`src/hdl/brd_pkg.sv`:
```
// brd_pkg: shared constants, payload words and controller/datapath links
// for the graph route search block. No dependencies.
package brd_pkg;

  localparam int MAX_V    = 16;
  localparam int VERT_W   = $clog2(MAX_V);
  localparam int CNT_W    = VERT_W + 1;
  localparam int EDGE_AW  = 2 * VERT_W;
  localparam int EDGE_N   = MAX_V * MAX_V;
  localparam int KM_W     = 16;
  localparam int DIST_W   = 20;
  localparam int NV_W     = 5;

  localparam logic [DIST_W-1:0] DIST_MAX = {DIST_W{1'b1}};
  localparam logic [NV_W-1:0]   NV_RESET = NV_W'(16);

  localparam logic OP_EDGE  = 1'b0;
  localparam logic OP_QUERY = 1'b1;

  typedef struct packed {
    logic              op;
    logic [3:0]        edge_from;
    logic [3:0]        edge_to;
    logic              edge_exists;
    logic [KM_W-1:0]   edge_km;
    logic [3:0]        start_vertex;
    logic [3:0]        goal_vertex;
  } item_t;

  typedef struct packed {
    logic              route_found;
    logic [DIST_W-1:0] total_distance;
  } result_t;

  // controller -> datapath
  typedef struct packed {
    logic wr_edge;
    logic init;
    logic deq;
    logic scan;
    logic finish;
    logic found;
  } cmd_t;

  // datapath -> controller
  typedef struct packed {
    logic q_empty;
    logic is_goal;
    logic scan_done;
  } stat_t;

endpackage

```
`src/hdl/brd_ctrl.sv`:
```
// brd_ctrl: sequencing state machine for edge writes and route queries.
// Depends on brd_pkg.
module brd_ctrl import brd_pkg::*; (
  input  logic  clk,
  input  logic  rst,
  input  logic  start,
  input  logic  op,
  input  stat_t stat,
  output cmd_t  cmd,
  output logic  busy
);

  localparam logic [1:0] S_IDLE = 2'd0;
  localparam logic [1:0] S_DEQ  = 2'd1;
  localparam logic [1:0] S_SCAN = 2'd2;

  logic [1:0] state;
  logic [1:0] state_next;

  always_ff @(posedge clk) begin
    if (rst) begin
      state <= S_IDLE;
    end else begin
      state <= state_next;
    end
  end

  always_comb begin
    state_next = state;
    cmd        = '0;
    unique case (state)
      S_IDLE: begin
        if (start && op == OP_EDGE) begin
          cmd.wr_edge = 1'b1;
        end else if (start && op == OP_QUERY) begin
          cmd.init   = 1'b1;
          state_next = S_DEQ;
        end
      end
      S_DEQ: begin
        if (stat.q_empty) begin
          cmd.finish = 1'b1;
          state_next = S_IDLE;
        end else if (stat.is_goal) begin
          cmd.finish = 1'b1;
          cmd.found  = 1'b1;
          state_next = S_IDLE;
        end else begin
          cmd.deq    = 1'b1;
          state_next = S_SCAN;
        end
      end
      S_SCAN: begin
        cmd.scan = 1'b1;
        if (stat.scan_done) begin
          state_next = S_DEQ;
        end
      end
      default: begin
        state_next = S_IDLE;
      end
    endcase
  end

  assign busy = (state != S_IDLE);

endmodule

```
`config.mk`:
```
export PLATFORM = sky130hd
export DESIGN_NAME = brd_ctrl
export DESIGN_NICKNAME = d
export VERILOG_FILES = /design/src/hdl/brd_pkg.sv /design/src/hdl/brd_ctrl.sv
export SDC_FILE = /design/constraint.sdc
export NUM_CORES = 1
export LEC_CHECK = 0
export BUFFER_PORTS_ARGS = -buffer_cell sky130_fd_sc_hd__buf_4
export CORE_AREA = 3 3 40 42
export CTS_CLUSTER_DIAMETER = 150
export DETAILED_ROUTE_END_ITERATION = 16
export DIE_AREA = 0 0 43 45
export PLACE_DENSITY_LB_ADDON = 0.08
export REMOVE_ABC_BUFFERS = 1
export SETUP_SLACK_MARGIN = 0.05
export SLEW_MARGIN = 20
export SYNTH_ARGS = -nofsm -noshare
export SYNTH_HDL_FRONTEND = slang
export SYNTH_SLANG_ARGS = --single-unit
export TNS_END_PERCENT = 50
```
`constraint.sdc`:
```
create_clock -name clk -period 1.5 [get_ports clk]
set_input_delay 0.075 -clock clk [delete_from_list [all_inputs] [get_ports clk]]
set_output_delay 0.075 -clock clk [all_outputs]
set_load 0.01 [all_outputs]
```
## Word level (Yosys, flattened, before mapping)

Index checks and enable logic that the tools add are counted.
W data, S select, Z words.

- Equal/unequal tests: 5
- Muxes and demuxes: 18
- Bitwise operators: 1
- Reduce and logical (&&, ||, !) cells: 5

Operators with widths:

| cell | count |
|---|---|
| $mux W2 | 8 |
| $mux W1 | 9 |
| $ne A2 B2 Y1 const B | 3 |
| $pmux W2 S3 | 1 |
| $reduce_and A3 Y1 | 1 |
| $eq A2 B1 Y1 const B | 1 |
| $eq A2 B2 Y1 const B | 1 |
| $logic_and A1 B1 Y1 | 2 |
| $logic_not A2 Y1 | 1 |
| $reduce_bool A2 Y1 | 1 |
| $not A1 Y1 | 1 |

- Register bits: 2
- Bits of input ports: 7
- Output and inout port bits: 7
- Word-level logic and storage cells: 30

## Depth between registers and ports, before layout

Gate-level depths: netlist of run 1.

- Depth after elaboration: 4
- Mapped depth: 2

## Worst setup path after synthesis of run 1

OpenSTA, ideal clock, no wires.

- Path type: register -> output
- From: register state[1]
- To: output cmd[3] in the netlist's numbering
- Data arrival time: 967 ps
- Required time: 1,425 ps
- Slack: 458 ps
- Cell stages (with the launch flop): 3
- Cell sequence: dfxtp_1 -> or4b_4 -> inv_1

RTL lines:

| what | RTL line | source |
|---|---|---|
| start: declaration | brd_ctrl.sv:17 | `logic [1:0] state;` |
| start signal: assignment | brd_ctrl.sv:24 | `state <= state_next;` |
| end: declaration | brd_ctrl.sv:9 | `output cmd_t cmd,` |

==> impl_metrics.json, run 1 <==
{
  "status": "completed",
  "nets": 42,
  "grt_use_total": 0.0523,
  "portBuffers": 13,
  "fmax_ghz": 0.736,
  "cts.path.max_buffers": 2,
  "seqPwrFrac": 0.266,
  "ir_worst_vdd_mv": 0.108,
  "final.setup.tns_ps": 0,
  "dpl.hpwl_um": 355,
  "drt-wirelength-per-cell_um": 9.60,
  "drc": 0,
  "ys_ff_latch": 2,
  "synth_area_leaders": "dfxtp_1, nor3b_1, or4b_4",
  "synth_top_area_share": 0.271,
  "multi_input_comb_area_um2": 104,
  "num-fill-cells": 150,
  "n_antenna_cell": 0,
  "drt_iter0_markers": 0,
  "num_rows": 13,
  "drive_gt1_frac": 0.667,
  "hold_class": "input pin to flop",
  "clk_latency_ps": 220,
  "cts_tree": "yes",
  "worst_ep_arrival_time_ps": 1280,
  "clockPowerShare": 0.549,
  "start_util": 0.115,
  "top_register": "state",
  "ios": 14,
  "grt_max_degree": 9,
  "yosys.cell_types.count": 14,
  "fin_cells": 48,
  "hold_ws_ps": 10.5,
  "critPathKind": "flop to primary output",
  "viasPerCell": 3.79,
  "fin_crit_sh": 0.906,
  "cts-resized-gates": 0,
  "crit_fanout": 8,
  "yosysSeqAreaShare": 0.271,
  "ant_nets": 0,
  "cts_root_buffer": "clkbuf_4",
  "period_minus_slack_ps": 1360,
  "power_switching_mw": 0.0492,
  "synth.largest_area_cell": "dfxtp_1",
  "dieHeight_um": 45,
  "relSlewSlack": 0.870,
  "cell_internal_pwr_mw": 0.169,
  "synthToLayoutAreaGrowth_pct": 95.8,
  "slowest_delay_ps": 550,
  "cts.clk_slew.worst_paths_ps": 30,
  "worst_slew_pin_slew_ps": 194,
  "cp-end-kind": "primary output",
  "cp.required_ps": 1420,
  "grt_pass1_wl_um": 690,
  "gr-total-overflow": 0,
  "slowest_stage": "or4b_4",
  "crit_chain": "or4b_4 > inv_1 > buf_4",
  "fin_skew_ps": 3.99,
  "placed_cells": 45,
  "setup-violations-final": 0,
  "maxCapViolations": 0,
  "ys.warnings.count": 0,
  "setup.worst_path.start_class": "flop",
  "postRouteWirelength_um": 461,
  "grt_pass1_vias": 175,
  "rsz0062_at_grt": "no",
  "antenna_found_initial": 0,
  "hold_viol": 0,
  "powerDensity_nw_per_um2": 755,
  "netlist_area_um2": 148,
  "dieArea_um2": 1940,
  "core_um2": 1280,
  "power_frac_comb": 0.185,
  "p_total_mw": 0.218,
  "vias": 182,
  "cts_sinks": 2,
  "syn-instance-count": 17,
  "p_leak_nw": 0.136,
  "holdBufCountCts": 0,
  "place.gp.congestion": 0.587,
  "swShare": 0.225,
  "cpLargestDelayFamily": "simple AND/OR/NAND/NOR gates",
  "cts_setup_buffers": 0,
  "h-tree-depth": 1,
  "seqCellArea_um2": 42.5,
  "crit_buf_inv": 2,
  "die_w_um": 43,
  "reg_top3": "state (2)",
  "numCtsBuffers": 3,
  "largest_register_ffs": 2,
  "slew_viol_final": 0,
  "postSynthAreaPerCell_um2": 8.68,
  "first_pass_iters": 1
}
## per-layer routing
layer  up-vias  part of all wire  global-route usage
met5         -                 0                   0
met4         0                 0              0.0723
met3         0             0.078              0.0159
met2         7              0.54              0.0808
met1        80              0.38              0.0478
li1         95                 -                   -
## layout make-up
type | count | area share
flip-flops and latches | 2 | 0.147
well taps | 15 | 0.0649
repair buffers | 13 | 0.338
clock buffers | 3 | 0.0779
multi-input cells | 14 | 0.359
inverters | 1 | 0.0130
## power groups by stage
| stage | Clock, mW | Sequential, mW | Combinational [mW] |
|---|---|---|---|
| 3_5_place_dp | 0 | 0.0587 | 0.0408 |
| 4_1_cts | 0.128 | 0.0579 | 0.0409 |
| 3_3_place_gp | 0 | 0.0588 | 0.0405 |
| 6_report | 0.120 | 0.0581 | 0.0404 |
| 5_1_grt | 0.131 | 0.0584 | 0.0437 |
| 2_1_floorplan | 0 | 0.0575 | 0.0145 |
## synthesized netlist by cell type, drive strengths merged
library cell and number:
inv 1, nor2b 1, or2 1, a21oi 1, and4bb 1, or4b 1, nor3b 2, nor2 2
nand2 1, nand3b 1, or3b 1, dfxtp 2, a211oi 1, nand2b 1
## worst paths after layout
check | cells past startpoint | start | slack, ps | end
min reg2reg | 1 | state[0] | 480 | state[0]
min | 2 | rst | 10 | state[1]
max reg2reg | 2 | state[1] | 430 | state[1]
max | 3 | state[1] | 140 | cmd[3]
## cells by family after synthesis
| kind of cell | count (synthesis) | share of synthesized area |
|---|---|---|
| AOI/OAI and AO/OA | 2 | 0.110 |
| DFF | 2 | 0.271 |
| buffers and inverters | 1 | 0.0254 |
| and+or+nand+nor | 12 | 0.593 |
## per-stage QoR
step,setup WS (ps),utilization,instance area [um^2]
after floorplan,458,-,148
after global placement,317,0.205,264
after global routing,89.9,0.225,289
after CTS,75.6,0.223,287
final,141,0.225,289
after detailed placement,315,0.205,264
## cells in the final DEF, fill, tap and decap left out
| master | instances |
|---|---|
| a21oi_2 | 1 |
| or3b_2 | 1 |
| a211oi_1 | 1 |
| clkbuf_4 | 3 |
| nand2_1 | 1 |
| nor2_1 | 2 |
| and4bb_2 | 1 |
| nand2b_1 | 1 |
| inv_1 | 1 |
| or4b_4 | 1 |
| nor3b_1 | 2 |
| or2_1 | 1 |
| nand3b_1 | 1 |
| buf_4 | 13 |
| nor2b_1 | 1 |
| dfxtp_2 | 2 |
No activity file was read; power rests on OpenSTA's default activity.
==> run 2: changes to the inputs <==
--- a/config.mk
+++ b/config.mk
@@ -10,7 +10,7 @@
 export CTS_CLUSTER_DIAMETER = 150
 export DETAILED_ROUTE_END_ITERATION = 16
 export DIE_AREA = 0 0 43 45
-export PLACE_DENSITY_LB_ADDON = 0.08
+export PLACE_DENSITY_LB_ADDON = 0.25
 export REMOVE_ABC_BUFFERS = 1
 export SETUP_SLACK_MARGIN = 0.05
 export SLEW_MARGIN = 20
==> run 2 against run 1 <==
  * Via count is 1.1% higher
  * First-iteration DRC count stayed put
  * Worst hold slack better by 99 ps
  * Critical path type unchanged
  * Sequential power hardly changed
  * Cell area is 3.5% higher
  * Die area stayed put
  * Sequential share of layout area is 0.49 points lower
  * Critical endpoint unchanged
  * Largest cell class is now buffers
  * Flip-flop and latch count stayed put
  * Worst setup slack worse by 9.1 ps
  * Power is 2.8% higher
  * Global-route usage is 0.84 points higher
  * Highest routed layer unchanged
  * Non-clock buffer count is 1 higher
==> impl_metrics.json, run 2 (synthesized netlist as in run 1, its figures left out) <==
{
  "hold_class": "input pin to flop",
  "crit_chain": "or4b_4 > inv_1 > buf_4",
  "cts.path.max_buffers": 2,
  "final.setup.tns_ps": 0,
  "critPathKind": "flop to primary output",
  "worst_slew_pin_slew_ps": 167,
  "largest_register_ffs": 2,
  "slowest_stage": "or4b_4",
  "top_register": "state",
  "antenna_found_initial": 0,
  "status": "completed",
  "dieHeight_um": 45,
  "grt_use_total": 0.0607,
  "first_pass_iters": 1,
  "routed.top_layer": "met3",
  "fin_skew_ps": 9.75,
  "layout_common_cells": "buf_4, clkbuf_4, nor3b_1, nor2_1, dfxtp_2",
  "grt_pass1_vias": 184,
  "ir_worst_vdd_mv": 0.154,
  "cts_sinks": 2,
  "start_util": 0.115,
  "gr-total-overflow": 0,
  "ant_nets": 0,
  "relSlewSlack": 0.888,
  "core_um2": 1280,
  "rsz0062_at_grt": "no",
  "setup.worst_path.start_class": "flop",
  "cp.required_ps": 1420,
  "postRouteWirelength_um": 450,
  "reg_top3": "state (2)",
  "slew_viol_final": 0,
  "wl_met1_um": 212,
  "fmax_ghz": 0.731,
  "dr_wl_met3_um": 85,
  "drc": 0,
  "hold_ws_ps": 109,
  "die_w_um": 43,
  "place.gp.congestion": 0.725,
  "grt_max_degree": 9,
  "wl_met2_um": 153,
  "ios": 14,
  "timing.rr.start": "state[1]",
  "period_minus_slack_ps": 1370,
  "drive_gt1_frac": 0.647,
  "powerDensity_nw_per_um2": 750,
  "worst_slack_ps": 132,
  "hold_viol": 0,
  "setup-violations-final": 0,
  "drt_iter0_markers": 0,
  "fin_crit_sh": 0.912,
  "dpl.hpwl_um": 334,
  "viasPerCell": 3.76,
  "place_ws_ps": 354,
  "vias": 184,
  "p_leak_nw": 0.141,
  "grt_pass1_wl_um": 779,
  "cts.clk_slew.worst_paths_ps": 40,
  "crit_start": "state[1]",
  "portBuffers": 13,
  "n_antenna_cell": 0,
  "cts_root_buffer": "clkbuf_4",
  "num-fill-cells": 145,
  "slowest_delay_ps": 540,
  "numCtsBuffers": 3,
  "cts_tree": "yes",
  "clk_latency_ps": 230,
  "dieArea_um2": 1940,
  "maxCapViolations": 0,
  "h-tree-depth": 1,
  "worst_ep_arrival_time_ps": 1290,
  "drt-wirelength-per-cell_um": 9.18,
  "num_rows": 13,
  "nets": 43,
  "synthToLayoutAreaGrowth_pct": 103,
  "hp-start": "stat[0]",
  "cp-end-kind": "primary output",
  "crit_fanout": 8,
  "final_common_cell": "buf_4"
}
==> run 2: cell types whose count changed in the layout (fill, tap and decap cells not counted), sizes merged <==
cell and change:
dlygate4sd3 +1
==> run 2: report_power, final <==
part | total (mW) | switching (mW) | leakage (nW) | internal, mW
clock network | 0.124 | 0.0352 | 0.0138 | 0.0887
logic | 0.0425 | 0.0158 | 0.110 | 0.0267
registers | 0.0578 | 0.00229 | 0.0172 | 0.0555
==> run 2: final timing paths <==
path | slack [ps] | cells after the start | to
hold / removal | 110 | 3 | state[0]
hold reg to reg | 460 | 1 | state[0]
setup reg to reg | 440 | 2 | state[1]
setup / recovery | 130 | 3 | cmd[3]
==> run 2: timing repair <==
item                                   4_1_cts  5_1_grt
hold buffers                                 1        0
endpoints found under the hold margin        1        0
gates resized for setup                      0        2
setup buffers                                0        0
setup endpoints to repair                    0        1
==> run 2: stage by stage <==
stage                util  instances  power, mW  instance area (um^2)
finish              0.233         49      0.224                   299
global route        0.233         49      0.243                   299
CTS                 0.231         49      0.233                   297
global placement    0.205         45     0.0991                   264
floorplan               -         17     0.0720                   148
detailed placement  0.205         45     0.0988                   264
==> run 2: final cells by class <==
type,instances,area (um^2),share of cell area
clock buffers,3,22.5,0.0753
inverters,1,3.75,0.0126
multi-input cells,14,104,0.347
flip-flops and latches,2,42.5,0.142
well taps,15,18.8,0.0628
repair buffers,14,108,0.360
==> run 2: worst max-delay path, delay by kind of cell (launching register included) <==
family | cells | cell delay, ps
and+or+nand+nor | 1 | 540
buffers and inverters | 2 | 180
DFF | 1 | 340
==> run 2: metal layers <==
| layer | GRT usage | up-vias |
|---|---|---|
| met3 | 0.0598 | 0 |
| li1 | - | 96 |
| met2 | 0.0569 | 13 |
| met4 | 0.0542 | 0 |
| met1 | 0.0719 | 75 |
| met5 | 0 | - |
